--- config.mk ---
export PLATFORM = sky130hd
export DESIGN_NAME = ghi_front
export DESIGN_NICKNAME = d
export VERILOG_FILES = /design/src/rtl/ghi_pkg.sv /design/src/rtl/ghi_front.sv
export SDC_FILE = /design/constraint.sdc
export NUM_CORES = 1
export LEC_CHECK = 0
export ABC_AREA = 0
export BUFFER_PORTS_ARGS = -buffer_cell sky130_fd_sc_hd__buf_4
export CORE_ASPECT_RATIO = 1.5
export CORE_MARGIN = 2
export CORE_UTILIZATION = 40
export CTS_BUF_LIST = sky130_fd_sc_hd__clkbuf_8
export CTS_CLUSTER_SIZE = 8
export DETAILED_ROUTE_END_ITERATION = 10
export PLACE_DENSITY = 0.61
export SLEW_MARGIN = 15
export SYNTH_ARGS = -nofsm -noshare
export SYNTH_HDL_FRONTEND = slang
export SYNTH_SLANG_ARGS = --single-unit
--- constraint.sdc ---
create_clock -name clk -period 8.9 [get_ports clk]
set_input_delay 1.78 -clock clk [delete_from_list [all_inputs] [get_ports clk]]
set_output_delay 1.78 -clock clk [all_outputs]
set_load 0.005 [all_outputs]
--- src/rtl/ghi_pkg.sv ---
// ghi_pkg: shared types, constants and command codes for the grid height interpolator
// no dependencies
`timescale 1ns / 1ps
package ghi_pkg;
	localparam int MaxPointsDef = 512;
	localparam int FracBitsDef  = 16;

	localparam logic [1:0] CMD_STORE = 2'd0;
	localparam logic [1:0] CMD_CLEAR = 2'd1;
	localparam logic [1:0] CMD_QUERY = 2'd2;

	localparam logic [2:0] REG_ENABLE   = 3'd0;
	localparam logic [2:0] REG_ORIGIN_X = 3'd1;
	localparam logic [2:0] REG_ORIGIN_Y = 3'd2;
	localparam logic [2:0] REG_INV_SPC  = 3'd3;
	localparam logic [2:0] REG_COLUMNS  = 3'd4;
	localparam logic [2:0] REG_ROWS     = 3'd5;

	localparam logic [31:0] INV_SPC_RESET = 32'd838861;

	// item as held in the queue between front and back
	typedef struct packed {
		logic [1:0]         cmd;
		logic [8:0]         col_index;
		logic [8:0]         row_index;
		logic signed [15:0] probed_height;
		logic signed [23:0] pos_x;
		logic signed [23:0] pos_y;
	} item_t;
endpackage

--- src/rtl/ghi_front.sv ---
// ghi_front: input side, a two-entry item queue that decouples input from the back end
// depends on ghi_pkg
`timescale 1ns / 1ps
module ghi_front (
	input  logic          clk,
	input  logic          arst_n,
	input  logic          in_valid,
	output logic          in_stall,
	input  ghi_pkg::item_t in_item,
	output logic          q_valid,
	input  logic          q_take,
	output ghi_pkg::item_t q_item
);
	ghi_pkg::item_t mem_q [2];
	logic       wptr_q, rptr_q;
	logic [1:0] cnt_q;
	logic       push;

	assign in_stall = cnt_q[1];
	assign push     = in_valid && !in_stall;
	assign q_valid  = cnt_q != 2'd0;
	assign q_item   = mem_q[rptr_q];

	always_ff @(posedge clk) begin
		if (push) mem_q[wptr_q] <= in_item;
	end

	always_ff @(posedge clk or negedge arst_n) begin
		if (!arst_n) begin
			wptr_q <= 1'b0;
			rptr_q <= 1'b0;
			cnt_q  <= 2'd0;
		end else begin
			if (push) wptr_q <= !wptr_q;
			if (q_take) rptr_q <= !rptr_q;
			cnt_q <= cnt_q + {1'b0, push} - {1'b0, q_take};
		end
	end
endmodule

==> metrics.log <==
[metrics] result of the run: finished, final reports clean
[metrics] Post-Synthesis Cells: 278
[metrics] number of DRC violations after detailed routing: 0
[metrics] Routed WL: 11700 um
[metrics] standard-cell rows: 56
[metrics] worst setup skew after layout: 0.0132 ns
[metrics] pins over their slew limit: 0
[metrics] leakage power figure: 0.00304 uW
[metrics] total track usage: 14.3%
[metrics] reg2reg start: cnt_q[1]
[metrics] CP Launch Type: register
[metrics] final core occ: 52.9%
[metrics] total number of yosys warnings: 0
[metrics] power share of the clock group: 23.8%
[metrics] worst skew pair latency: 0.44 ns
[metrics] Final ANT Viol Nets: 0
[metrics] hold buffer count at CTS: 0
[metrics] required arrival time at the worst endpoint: 7.12 ns
[metrics] maximum vdd drop: 216 uV
[metrics] reg-to-reg setup timing slack: 6.32 ns
[metrics] overall power of the completed layout: 2390 uW
[metrics] Diodes inserted: 0
[metrics] proportion of layout cells with a drive suffix above 1: 50.7%
[metrics] number of distinct library cell variants in the gate-level netlist after synthesis: 16
[metrics] flip-flop and latch count after synthesis: 172
[metrics] combinational share of power: 28.1%
[metrics] core area: 15500 um2
[metrics] postcts setup bufs: 0
[metrics] via count of the first global-routing pass: 3269
[metrics] largest net degree at the start of global routing: 86
[metrics] fraction of power consumed by sequential logic: 48.1%
[metrics] area delta synth->final: 31.0%
[metrics] met1 usage in global routing: 15.7%
[metrics] power density normalized to cell area: 291 nW/um2
[metrics] port buffer count: 173
[metrics] minimum clock period: 3.94 ns
[metrics] net count after synthesis: 367
[metrics] floorplan die area: 16700 um2
[metrics] final hold violation count: 0
[metrics] RSZ-0062 raised after global routing: false
[metrics] crit path capture type: output port
[metrics] total standard cell area after synthesis: 6260 um2
[metrics] number of DRC violations after detailed-routing iteration 0: 101
[metrics] number of setup violations in the final report: 0
[metrics] net switching fraction of the power: 26.5%
[metrics] I/O pin total: 174
[metrics] final weighted congestion in routability-driven placement: 0.695
[metrics] vias per std cell: 4.69
[metrics] register area share after synthesis: 82.2%
[metrics] max-cap viol count: 0
[metrics] met2 track demand over resource in global routing: 25.3%
[metrics] area share of the leading cell type in the synthesized netlist: 80.6%
[metrics] clock-pin slew of the registers on the worst-case setup and hold paths: 0.09 ns
[metrics] placed wire-length estimate: 7580 um
[metrics] # resized after CTS: 0
[metrics] final layout net count: 553
[metrics] number of instances on the worst hold path: 1
[metrics] drt pass-1 iters: 4
[metrics] maximum fanout encountered on the critical timing path: 44
[metrics] number of instances in the placed design: 647
[metrics] initial antenna violation count: 0
[metrics] total CTS buffers: 17
[metrics] headroom to the max-slew limit: 41.5%
[metrics] average wire length per cell after detail routing: 17.3 um
[metrics] class of the most critical setup path: reg2out
[metrics] startpoint of the most critical hold path: cnt_q[0]
[metrics] most used routing layer: met2
[metrics] worst r2r path cells: 3
[metrics] slew at the pin closest to its max-slew limit: 0.878 ns
[metrics] met3 Usage GRT: 3.73%
[metrics] internal power contribution: 1760 uW
[metrics] number of non-filler instances in the completed layout: 678
[metrics] mean instance size in the synthesized netlist: 22.5 um2
[metrics] Area contributors post-synth: edfxtp_1, mux2_1, mux2_2
[metrics] x dimension of the die: 106 um
[metrics] CTS Root Buffer Type: clkbuf_8
[metrics] clock tree from TritonCTS: yes
[metrics] final worst slack: 4.96 ns
[metrics] worst min path class: reg2reg
[metrics] cell type with the largest total area after synthesis: edfxtp_1
[metrics] Max H-tree Level: 4
[metrics] wire length of the first global-routing pass: 17300 um
[metrics] Worst Path Arrival: 2.16 ns
[metrics] maximum clock rate: 254 MHz
[metrics] buffers from clock root to sink, at most: 2
[metrics] aggregate negative setup slack: 0 ns
[metrics] Hold Path Sink: cnt_q[0]
[metrics] sinks on the clock net: 172
[metrics] initial core utilization: 40.4%
[metrics] share of the clock period used by the worst path: 44.3%
[metrics] Worst R2R End: mem_q[0][55]
[metrics] power spent charging and discharging nets: 634 uW
[metrics] placement-stage worst setup slack: 4.94 ns
[metrics] height of the die: 157 um
[metrics] overflow left after global routing: 0
[metrics] detailed-route via count: 3180
[power by group through the flow]
stage	Sequential, uW	Combinational (uW)	Clock, uW
after floorplan	1140	367	0
final	1150	670	569
after global routing	1170	728	619
after global placement	1200	637	0
after detailed placement	1210	641	0
after CTS	1190	644	587
[synthesized netlist by cell type]
cell type,number
xor2_1,1
buf_6,5
buf_4,1
a21oi_1,1
xnor2_1,3
mux2_2,34
buf_2,3
nor2_1,2
inv_1,2
nor3b_1,1
or2_2,1
nand2b_1,1
mux2_1,50
edfxtp_1,168
ha_1,1
dfrtp_1,4
[routing by layer]
layer  wire (um)  vias up
met1        4310     1599
li1            -     1464
met3         659       17
met4         280        0
met5           0        -
met2        6460      100
[through the flow]
| step | area, um2 | hold slack, ns |
|---|---|---|
| after global placement | 7760 | 0.481 |
| after floorplan | 6260 | 0.468 |
| after global routing | 8200 | 0.537 |
| final | 8200 | 0.511 |
| after detailed placement | 7760 | 0.490 |
| after CTS | 8180 | 0.512 |
[sequential cells by signal, summed over array words and instances, names as in the netlist]
| signal | count |
|---|---|
| cnt_q | 2 |
| rptr_q | 1 |
| wptr_q | 1 |
| mem_q | 168 |
[worst max-delay path: stages (launching register included)]
cell and delay, ns:
dfrtp_4 0.83, buf_12 0.32, mux2_2 0.39, buf_4 0.14
[worst max path at each step]
stage,start,end,slack (ns),cells past startpoint
after floorplan,in_valid,mem_q[0][0],2.96,2
after global placement,in_valid,mem_q[1][54],5.00,4
after detailed placement,in_valid,mem_q[1][54],4.94,4
after CTS,rptr_q,q_item[11],4.76,2
after global routing,rptr_q,q_item[69],4.83,3
final,rptr_q,q_item[17],4.96,3
[final cells by class]
type	instances	area, um2
Clock buffer	17	234
Sequential cell	172	5150
Timing Repair Buffer	176	1330
Multi-Input combinational cell	95	1040
Inverter	2	7.51
Clock inverter	13	178
Tap cell	203	254
Fill cell	1262	7290
[logic make-up after synthesis]
family	Yosys count	share of synthesized area, %
adder cells (fa/ha/maj)	1	0.200
AO/OA/AOI/OAI	1	0.0799
flip-flops	172	82.2
buffers and inverters	11	1.38
XOR/XNOR	4	0.560
multiplexers	84	15.1
AND/OR/NAND/NOR	5	0.440
[placed cells by master (no fill, tap or decap), drive strengths merged, types with 2 or more instances in the layout]
cell type,Yosys,layout
mux2,84,84
dfrtp,4,4
nor2,2,2
xnor2,3,3
clkinv,0,2
edfxtp,168,168
inv,2,7
buf,9,176
clkinvlp,0,2
clkbuf,0,17
bufinv,0,4
No activity file was read; power rests on OpenSTA's default activity.
